`src/hdl/sws_pkg.sv`:
```
package sws_pkg;

  localparam int DEPTH_DEF     = 16;
  localparam int WORD_BITS_DEF = 32;

  // Fixed widths of the transaction fields
  localparam int REQ_BITS    = 2;
  localparam int VALUE_BITS  = 32;
  localparam int VAL_EXT_BITS = 64;
  localparam int STATUS_BITS = 2;
  localparam int POS_BITS    = 5;
  localparam int OCC_BITS    = 5;

  typedef enum logic [REQ_BITS-1:0] {
    REQ_PUSH   = 2'd0,
    REQ_POP    = 2'd1,
    REQ_SEARCH = 2'd2
  } req_t;

  typedef enum logic [STATUS_BITS-1:0] {
    ST_DONE  = 2'd0,
    ST_EMPTY = 2'd1,
    ST_FULL  = 2'd2
  } status_t;

endpackage

```
`src/hdl/sws_ram.sv`:
```
module sws_ram #(
  parameter int DEPTH     = sws_pkg::DEPTH_DEF,
  parameter int WORD_BITS = sws_pkg::WORD_BITS_DEF,
  localparam int AW       = $clog2(DEPTH)
) (
  input  logic                 clk,
  input  logic                 wr_en,
  input  logic [AW-1:0]        wr_addr,
  input  logic [WORD_BITS-1:0] wr_data,
  input  logic [AW-1:0]        rd_addr,
  output logic [WORD_BITS-1:0] rd_data
);

  logic [WORD_BITS-1:0] mem [DEPTH];
  logic [WORD_BITS-1:0] rd_data_r;

  always_ff @(posedge clk) begin
    if (wr_en) begin
      mem[wr_addr] <= wr_data;
    end
  end

  always_ff @(posedge clk) begin
    rd_data_r <= mem[rd_addr];
  end

  assign rd_data = rd_data_r;

endmodule

```
`src/hdl/stack_with_search_core.sv`:
```
// Bounded LIFO stack of signed words with a search request; one result per
// request. Entries sit in a single-port-write, single-port-read RAM with a
// registered read. Push, pop and the unused request code are answered straight
// from the idle state. A search walks the stack from the top, one RAM read per
// cycle, and stops at the first match or after the bottom entry. The result
// sits in an output register; the next request is taken once the core is idle
// and that register is empty or being drained in the same cycle.
module stack_with_search_core #(
  parameter int DEPTH     = sws_pkg::DEPTH_DEF,
  parameter int WORD_BITS = sws_pkg::WORD_BITS_DEF
) (
  input  logic                                 clk,
  input  logic                                 rst_n,
  input  logic                                 in_valid,
  output logic                                 in_ready,
  input  logic [sws_pkg::REQ_BITS-1:0]         in_req_type,
  input  logic signed [sws_pkg::VALUE_BITS-1:0] in_value,
  output logic                                 out_valid,
  input  logic                                 out_ready,
  output logic [sws_pkg::STATUS_BITS-1:0]      out_status,
  output logic                                 out_found,
  output logic [sws_pkg::POS_BITS-1:0]         out_position,
  output logic [sws_pkg::OCC_BITS-1:0]         out_occupancy
);

  localparam int AW = $clog2(DEPTH);
  localparam int CW = $clog2(DEPTH + 1);
  localparam int PW = (CW > sws_pkg::POS_BITS) ? CW : sws_pkg::POS_BITS;

  typedef enum logic [1:0] {
    S_IDLE = 2'b01,
    S_SRCH = 2'b10
  } state_t;

  state_t               state_r, state_nxt;
  logic [CW-1:0]        count_r, count_nxt;
  logic [AW-1:0]        idx_r, idx_nxt;
  logic [CW-1:0]        pos_r, pos_nxt;
  logic [WORD_BITS-1:0] key_r, key_nxt;

  logic                             out_valid_r, out_valid_nxt;
  logic [sws_pkg::STATUS_BITS-1:0]  out_status_r, out_status_nxt;
  logic                             out_found_r, out_found_nxt;
  logic [sws_pkg::POS_BITS-1:0]     out_pos_r, out_pos_nxt;
  logic [sws_pkg::OCC_BITS-1:0]     out_occ_r, out_occ_nxt;

  logic [sws_pkg::VAL_EXT_BITS-1:0] value_ext;
  logic [WORD_BITS-1:0]             word;
  logic [CW-1:0]                    count_m1;
  logic [CW-1:0]                    count_p1;
  logic [PW-1:0]                    pos_ext;
  logic [PW-1:0]                    occ_ext;
  logic [PW-1:0]                    occ_nxt_ext;
  logic                             accept;
  logic                             wr_en;
  logic [AW-1:0]                    rd_addr;
  logic [WORD_BITS-1:0]             rd_data;

  assign value_ext = {{(sws_pkg::VAL_EXT_BITS - sws_pkg::VALUE_BITS){in_value[31]}},
                      in_value};
  assign word      = value_ext[WORD_BITS-1:0];
  assign count_m1  = count_r - CW'(1);
  assign count_p1  = count_r + CW'(1);
  assign pos_ext   = PW'(pos_r);
  assign occ_ext   = PW'(count_r);

  assign in_ready = (state_r == S_IDLE) && (!out_valid_r || out_ready);
  assign accept   = in_valid && in_ready;

  // Idle: prefetch the top entry so a search can compare on its first cycle
  assign rd_addr = (state_r == S_SRCH) ? (idx_r - AW'(1)) : count_m1[AW-1:0];

  sws_ram #(
    .DEPTH    (DEPTH),
    .WORD_BITS(WORD_BITS)
  ) u_ram (
    .clk    (clk),
    .wr_en  (wr_en),
    .wr_addr(count_r[AW-1:0]),
    .wr_data(word),
    .rd_addr(rd_addr),
    .rd_data(rd_data)
  );

  always_comb begin
    state_nxt      = state_r;
    count_nxt      = count_r;
    idx_nxt        = idx_r;
    pos_nxt        = pos_r;
    key_nxt        = key_r;
    out_valid_nxt  = out_valid_r && !out_ready;
    out_status_nxt = out_status_r;
    out_found_nxt  = out_found_r;
    out_pos_nxt    = out_pos_r;
    out_occ_nxt    = out_occ_r;
    occ_nxt_ext    = occ_ext;
    wr_en          = 1'b0;

    case (state_r)
      S_IDLE: begin
        if (accept) begin
          out_valid_nxt  = 1'b1;
          out_status_nxt = sws_pkg::ST_DONE;
          out_found_nxt  = 1'b0;
          out_pos_nxt    = '0;
          out_occ_nxt    = occ_ext[sws_pkg::OCC_BITS-1:0];
          case (in_req_type)
            sws_pkg::REQ_PUSH: begin
              if (count_r >= CW'(DEPTH)) begin
                out_status_nxt = sws_pkg::ST_FULL;
              end else begin
                wr_en       = 1'b1;
                count_nxt   = count_p1;
                occ_nxt_ext = PW'(count_p1);
                out_occ_nxt = occ_nxt_ext[sws_pkg::OCC_BITS-1:0];
              end
            end
            sws_pkg::REQ_POP: begin
              if (count_r == '0) begin
                out_status_nxt = sws_pkg::ST_EMPTY;
              end else begin
                count_nxt   = count_m1;
                occ_nxt_ext = PW'(count_m1);
                out_occ_nxt = occ_nxt_ext[sws_pkg::OCC_BITS-1:0];
              end
            end
            sws_pkg::REQ_SEARCH: begin
              if (count_r != '0) begin
                // hold the result until the walk ends
                out_valid_nxt = 1'b0;
                key_nxt       = word;
                idx_nxt       = count_m1[AW-1:0];
                pos_nxt       = CW'(1);
                state_nxt     = S_SRCH;
              end
            end
            default: begin
            end
          endcase
        end
      end
      S_SRCH: begin
        if (rd_data == key_r) begin
          out_valid_nxt  = 1'b1;
          out_status_nxt = sws_pkg::ST_DONE;
          out_found_nxt  = 1'b1;
          out_pos_nxt    = pos_ext[sws_pkg::POS_BITS-1:0];
          out_occ_nxt    = occ_ext[sws_pkg::OCC_BITS-1:0];
          state_nxt      = S_IDLE;
        end else if (idx_r == '0) begin
          out_valid_nxt  = 1'b1;
          out_status_nxt = sws_pkg::ST_DONE;
          out_found_nxt  = 1'b0;
          out_pos_nxt    = '0;
          out_occ_nxt    = occ_ext[sws_pkg::OCC_BITS-1:0];
          state_nxt      = S_IDLE;
        end else begin
          // advance one entry toward the bottom
          idx_nxt = idx_r - AW'(1);
          pos_nxt = pos_r + CW'(1);
        end
      end
      default: begin
        state_nxt = S_IDLE;
      end
    endcase
  end

  always_ff @(posedge clk) begin
    if (!rst_n) begin
      state_r     <= S_IDLE;
      count_r     <= '0;
      out_valid_r <= 1'b0;
    end else begin
      state_r     <= state_nxt;
      count_r     <= count_nxt;
      out_valid_r <= out_valid_nxt;
    end
  end

  always_ff @(posedge clk) begin
    idx_r        <= idx_nxt;
    pos_r        <= pos_nxt;
    key_r        <= key_nxt;
    out_status_r <= out_status_nxt;
    out_found_r  <= out_found_nxt;
    out_pos_r    <= out_pos_nxt;
    out_occ_r    <= out_occ_nxt;
  end

  assign out_valid     = out_valid_r;
  assign out_status    = out_status_r;
  assign out_found     = out_found_r;
  assign out_position  = out_pos_r;
  assign out_occupancy = out_occ_r;

  a_count_bound: assert property (@(posedge clk) disable iff (!rst_n)
    count_r <= CW'(DEPTH))
    else $error("fill count beyond depth");

  a_srch_out_empty: assert property (@(posedge clk) disable iff (!rst_n)
    (state_r == S_SRCH) |-> !out_valid_r)
    else $error("result register busy during search");

  a_srch_count_hold: assert property (@(posedge clk) disable iff (!rst_n)
    (state_r == S_SRCH) |=> (count_r == $past(count_r)))
    else $error("fill count changed during search");

  a_srch_idx_range: assert property (@(posedge clk) disable iff (!rst_n)
    (state_r == S_SRCH) |-> (CW'(idx_r) < count_r))
    else $error("search index outside held entries");

endmodule

```
`config.mk`:
```
export PLATFORM = sky130hd
export DESIGN_NAME = stack_with_search_core
export DESIGN_NICKNAME = d
export VERILOG_FILES = /design/src/hdl/sws_pkg.sv /design/src/hdl/sws_ram.sv /design/src/hdl/stack_with_search_core.sv
export SDC_FILE = /design/constraint.sdc
export NUM_CORES = 1
export LEC_CHECK = 0
export BUFFER_PORTS_ARGS = -buffer_cell sky130_fd_sc_hd__buf_4
export CORE_ASPECT_RATIO = 0.6
export CORE_MARGIN = 8
export CORE_UTILIZATION = 60
export DETAILED_ROUTE_END_ITERATION = 10
export PLACE_DENSITY = 0.78
export SLEW_MARGIN = 25
export SYNTH_ARGS = -nofsm -noshare
export SYNTH_HDL_FRONTEND = slang
export SYNTH_SLANG_ARGS = --single-unit
export TNS_END_PERCENT = 50
```
`constraint.sdc`:
```
create_clock -name clk -period 10.4 [get_ports clk]
set_input_delay 1.04 -clock clk [delete_from_list [all_inputs] [get_ports clk]]
set_output_delay 1.04 -clock clk [all_outputs]
set_load 0.02 [all_outputs]
```
== Word level (Yosys, flattened, before mapping) ==
Memory sizes are Yosys's and may differ from the RTL's. A register that Yosys moved wholly into a read port is not among the register bits.
Index checks and enable logic that the tools add are counted.
Widths: inputs -> output; s select.

* $add $sub $neg: 4
* $mul: 0
* Divide/modulo/power cells: 0
* Magnitude comparators: 1
* Equality and inequality tests: 11
* Shift-type cells: 0
* Muxes and demuxes: 53
* Bitwise gates (word level): 0
* Reductions and logical operators: 16

{| class="wikitable"
|+ Operators with widths
! operator !! number
|-
| $mux 5 || 13
|-
| $pmux 5 s2 || 4
|-
| $eq 32x32->1 || 1
|-
| $mux 4 || 6
|-
| $mux 2 || 9
|-
| $mux 1 || 15
|-
| $pmux 2 s2 || 3
|-
| $add 5x1->5 const B || 2
|-
| $pmux 4 s2 || 1
|-
| $reduce_and 4->1 || 2
|-
| $ne 2x2->1 const B || 3
|-
| $reduce_and 6->1 || 1
|-
| $ge 5x5->1 const B || 1
|-
| $logic_not 5->1 || 1
|-
| $reduce_bool 5->1 || 1
|-
| $sub 5x1->5 const B || 1
|-
| $eq 2x1->1 const B || 2
|-
| $eq 2x2->1 const B || 2
|-
| $logic_not 4->1 || 1
|-
| $ne 2x1->1 const B || 2
|-
| $pmux 1 s2 || 2
|-
| $sub 4x1->4 const B || 1
|-
| $logic_and 1x1->1 || 3
|-
| $ne 3x1->1 const B || 1
|-
| 6 further kinds || 7
|}

* Register bits after elaboration: 62
* Bits in latches: 0
* RAM bits: 512
* Memory bits (read-only): 0
* Memories: 1

{| class="wikitable"
|+ Memory list
! memory !! depth !! width !! read ports !! clocked after memory_dff !! wr ports !! RTL line !! RTL
|-
| u_ram.mem || 16 || 32 || 1 || 1 || 1 || sws_ram.sv:14 || <nowiki>logic [WORD_BITS-1:0] mem [DEPTH];</nowiki>
|}

== Longest topological paths before layout ==
* Word-level depth: 8
* Gate-level depth with buffers: 10

== Modules after synthesis ==
From an unflattened synthesis, not the netlist that was laid out.

* Cell total of the unflattened synthesis: 1,066
* Area, all modules: 22,796.9 sq um

{| class="wikitable"
|+ Modules (own cells, without submodules)
! module !! instances !! cells an instance !! area each (sq um)
|-
| sws_ram || 1 || 838 || 19,835.3
|-
| stack_with_search_core || 1 || 228 || 2,961.6
|}

== Least setup slack after synthesis ==
OpenSTA, ideal clock, no wires.

* Path kind: input to register
* Start point: input port in_req_type[0] (netlist name)
* End point: memory u_ram.mem[2][0] (netlist name), enable pin
* Setup time: 0.461 ns
* Arrival time: 3.996 ns
* Data required time: 9.939 ns
* Setup slack: 5.943 ns
* Stages on the path: 5
* Buffers on the path: 1
* Path through: clkbuf_1 > nor3_1 > and2_1 > nand2_1 > nor3_1

* Cells in the longest elaborated chain, start to end: 6

{| class="wikitable"
|+ RTL lines
! element !! RTL line !! RTL
|-
| from (decl) || stack_with_search_core.sv:16 || <nowiki>input logic [sws_pkg::REQ_BITS-1:0] in_req_type,</nowiki>
|-
| $logic_not 2->1 || stack_with_search_core.sv:107 || <nowiki>case (in_req_type)</nowiki>
|-
| $mux 1 || stack_with_search_core.sv:107 ||
|-
| $mux 1 || stack_with_search_core.sv:101 || <nowiki>if (accept) begin</nowiki>
|-
| $mux 1 || stack_with_search_core.sv:99 || <nowiki>case (state_r)</nowiki>
|-
| $mux 1 || sws_ram.sv:18 || <nowiki>if (wr_en) begin</nowiki>
|-
| $mux 1 (implied by the code) || sws_ram.sv:19 || <nowiki>mem[wr_addr] <= wr_data;</nowiki>
|-
| to (decl) || sws_ram.sv:14 ||
|}

No other way between the ends.

== Final worst setup path ==
* Start point: register state_r[0]
* End point: register u_ram.rd_data_r[3] (netlist: u_ram.rd_data[3]), read port of u_ram.mem

* Cells in the longest elaborated chain, start to end: 2

{| class="wikitable"
|+ RTL lines
! element !! RTL line !! RTL
|-
| from (decl) || stack_with_search_core.sv:35 || <nowiki>state_t state_r, state_nxt;</nowiki>
|-
| from (signal assigned) || stack_with_search_core.sv:175 || <nowiki>state_r <= state_nxt;</nowiki>
|-
| $eq 2x2->1 || stack_with_search_core.sv:71 || <nowiki>assign rd_addr = (state_r == S_SRCH) ? (idx_r - AW'(1)) : count_m1[AW-1:0];</nowiki>
|-
| $mux 4 || stack_with_search_core.sv:71 ||
|-
| to (decl) || sws_ram.sv:15 || <nowiki>logic [WORD_BITS-1:0] rd_data_r;</nowiki>
|}

No other way between the ends.
A chain may end at the register's enable or synchronous reset.

==> flow_summary_export.csv <==
group,metric,value,unit
critical_path,crit_required,10.82,ns
timing,final_hold_viol_count,0,
grt,antenna_found_initial,1,
finish,layout_common_cells,"edfxtp_1 (566), mux2i_1 (481), buf_4 (79), clkbuf_16 (53), dfxtp_1 (40)",
floorplan,die_y,172,µm
clocking,post_cts_buffers,0,
critical_path,crit_fanout,136,
logic_synthesis,syn-instance-count,1330,
timing,rsz0062_at_grt,"false",
timing,fin_hold_ws,0.555,ns
critical_path,crit_path_max_incr_delay,0.91,ns
pwr,pwr-share-clk,0.339,
grt,grtUsageTotal,0.203,
critical_path,crit_arrival,4.54,ns
timing,timing.final.crit_period,4.12,ns
hold_path,hold_class,"reg -> reg",
logic_synthesis,avgSynthCellArea,18.3,µm²
clocking,clock-sinks,606,
clocking,cts_tree,"built",
finish,drive_gt1_frac,0.127,
pwr,p_int,4.17,mW
logic_synthesis,ys_ff_latch,606,
timing,max_freq,0.243,GHz
timing,clock_skew,0.0103,ns
logic_synthesis,synth.area.top_cells,"edfxtp_1 (70%), mux2i_1 (20%), dfxtp_1 (3.3%)",
flow_run,drv_cap,0,
place,gp_congestion,0.785,
logic_synthesis,synth_cell_types,49,
pwr,p_sw_frac,0.245,
timing,setup_viol,0,
pwr,p_sw,1.35,mW
clocking,cts_max_level,2,
detailed_routing,via_count,11800,
logic_synthesis,synth_area_leader_cell,"edfxtp_1",
detailed_routing,drc,0,
floorplan,start_util,0.605,
critical_path,slowest_stage,"buf_4",
clocking,path_clk_slew,0.06,ns
critical_path,critPathLaunchType,"register",
critical_path,critical_path.top_delay_family,"buffers and inverters",
timing,slew_violations,0,
grt,grt_pass1_wl,72.9,mm
finish,layout_commonest_cell,"edfxtp_1",
logic_synthesis,syn_area,24400,µm²
grt,grt_pass1_vias,11900,
floorplan,die_x,276,µm
outcome,run_status,"completed",
clocking,numCtsBuffers,51,
detailed_routing,wl_per_cell,24.5,µm
clocking,clockBufferDepth,3,
finish,num_antenna_cells,0,
pwr,p_leak,11.3,nW
logic_synthesis,syn_nets,1377,
critical_path,crit_chain,"inv_1, ha_1, mux2i_4, buf_12, buf_4, mux2i_1, mux2i_1, mux2i_1, mux2i_1",
logic_synthesis,synth.top_cell.area_share,0.697,
critical_path,path_buf_inv,3,
floorplan,dieArea,47500,µm²
place,place_ws,6.18,ns
detailed_routing,ant_nets,0,
floorplan,core_area,40300,µm²
grt,globalRoute.totalOverflow,0,
clocking,root_buffer,"clkbuf_16",
place,dp_hpwl,25.6,mm
timing,fin_crit_sh,0.396,
floorplan,rows,57,
place,dp_cells,1882,
finish,finalNonFillerCells,1978,
place,port_buffers,52,
timing,tightest_slew,1.03,ns
logic_synthesis,synth_seq_area_share,0.730,
pwr,power,5.52,mW
timing,tns,0,ns
clocking,clk_latency,0.57,ns
logic_synthesis,yosysWarnings,0,
finish,syn2layout_area_growth,10.7,%
detailed_routing,finalWirelength,48.5,mm
detailed_routing,drtIter0Drc,1057,
pwr,vdd_drop_max,0.150,mV
floorplan,io_pins,53,
clocking,cts_resized,0,
grt,grt_max_degree,137,
pwr,combPwrFrac,0.150,
timing,max_slew_margin,0.312,
pwr,p_seq_frac,0.511,
critical_path,worstSetupEndpointType,"register",
finish,nNetsFinal,1452,
pwr,power.density,205,nW/µm²
critical_path,crit_type,"reg -> reg",
timing,setup_slack,6.28,ns
detailed_routing,viasPerCell,5.95,
clocking,cts_hold_buf,0,
critical_path,crit_top_cell,"mux2i_1",
detailed_routing,first_pass_iters,5,
-- stage by stage --
stage / utilization / instance area (µm²)
after floorplan: - / 24400
after global placement: 0.629 / 25300
after detailed placement: 0.629 / 25300
after CTS: 0.669 / 27000
after global routing: 0.670 / 27000
final: 0.670 / 27000
-- synthesized netlist by cell type (all sizes together) --
library cell and n:
nor3b 1, nor2b 1, xor2 35, o21ai 3
o41a 1, and3 2, inv 10, o21a 1
a2111oi 1, a22oi 1, ha 9, or2 1
clkbuf 5, mux2i 484, and4b 1, nand3b 1
nor2 22, or4b 1, nor4b 2, o211a 3
a211oi 1, and2 7, mux2 2, edfxtp 566
nor4 8, clkinv 2, or3b 1, dfxtp 40
nand2 11, nor3 12, o2111ai 2, nand3 8
buf 55, o31ai 1, nand4 2, nand2b 5
xnor2 6, o211ai 1, o2111a 1, a21oi 13
o22a 1
-- final timing paths --
| check | start | end | slack (ns) | cells past startpoint |
|---|---|---|---|---|
| hold / removal | state_r[0] | state_r[0] | 0.55 | 2 |
| setup reg to reg | state_r[0] | u_ram.rd_data[3] | 6.28 | 9 |
| setup / recovery | state_r[0] | u_ram.rd_data[3] | 6.28 | 9 |
| hold reg to reg | state_r[0] | state_r[0] | 0.55 | 2 |
-- layout make-up --
class                   instances  area, µm²
clock inverters                22        204
clock buffers                  73       1420
fillers                      2615      13300
flip-flops and latches        606      17800
multi-input cells             652       6200
inverters                      12       46.3
well taps                     531        664
repair buffers                 82        644
-- worst min-delay path, stage by stage (launching register included) --
cell,delay [ns]
dfxtp_1,0.37
nand2_1,0.06
o2111ai_1,0.09
-- per-layer routing --
layer | wire, µm | GRT usage | up-vias
met5 | 13 | 0 | -
met4 | 821 | 0.0439 | 2
met3 | 2820 | 0.0344 | 71
met2 | 22600 | 0.324 | 359
met1 | 22300 | 0.295 | 6009
li1 | - | - | 5324
-- power groups by stage --
stage	logic [mW]	clock network, mW	registers (mW)
floorplan	0.598	0	2.87
global placement	0.804	0	2.87
detailed placement	0.822	0	2.87
CTS	0.826	1.90	2.82
global route	0.883	2.00	2.83
finish	0.828	1.87	2.82
-- cell families after synthesis --
kind of cell / Yosys count / share of synthesized area
mux: 486 / 0.200
simple gates: 86 / 0.0197
fa+ha+maj: 9 / 0.00462
xor+xnor: 41 / 0.0147
compound gates: 30 / 0.00867
buf+inv: 72 / 0.0221
flops: 606 / 0.730
-- registers in the layout, indices dropped and copies added (netlist names) --
| signal | flops |
|---|---|
| count_r | 5 |
| u_ram.rd_data | 32 |
| out_valid | 1 |
| out_occupancy | 5 |
| out_status | 2 |
| u_ram.mem | 512 |
| out_position | 5 |
| key_r | 32 |
| pos_ext | 5 |
| out_found | 1 |
| state_r | 2 |
| idx_r | 4 |
Note: power is estimated with default switching activity, not from simulation.
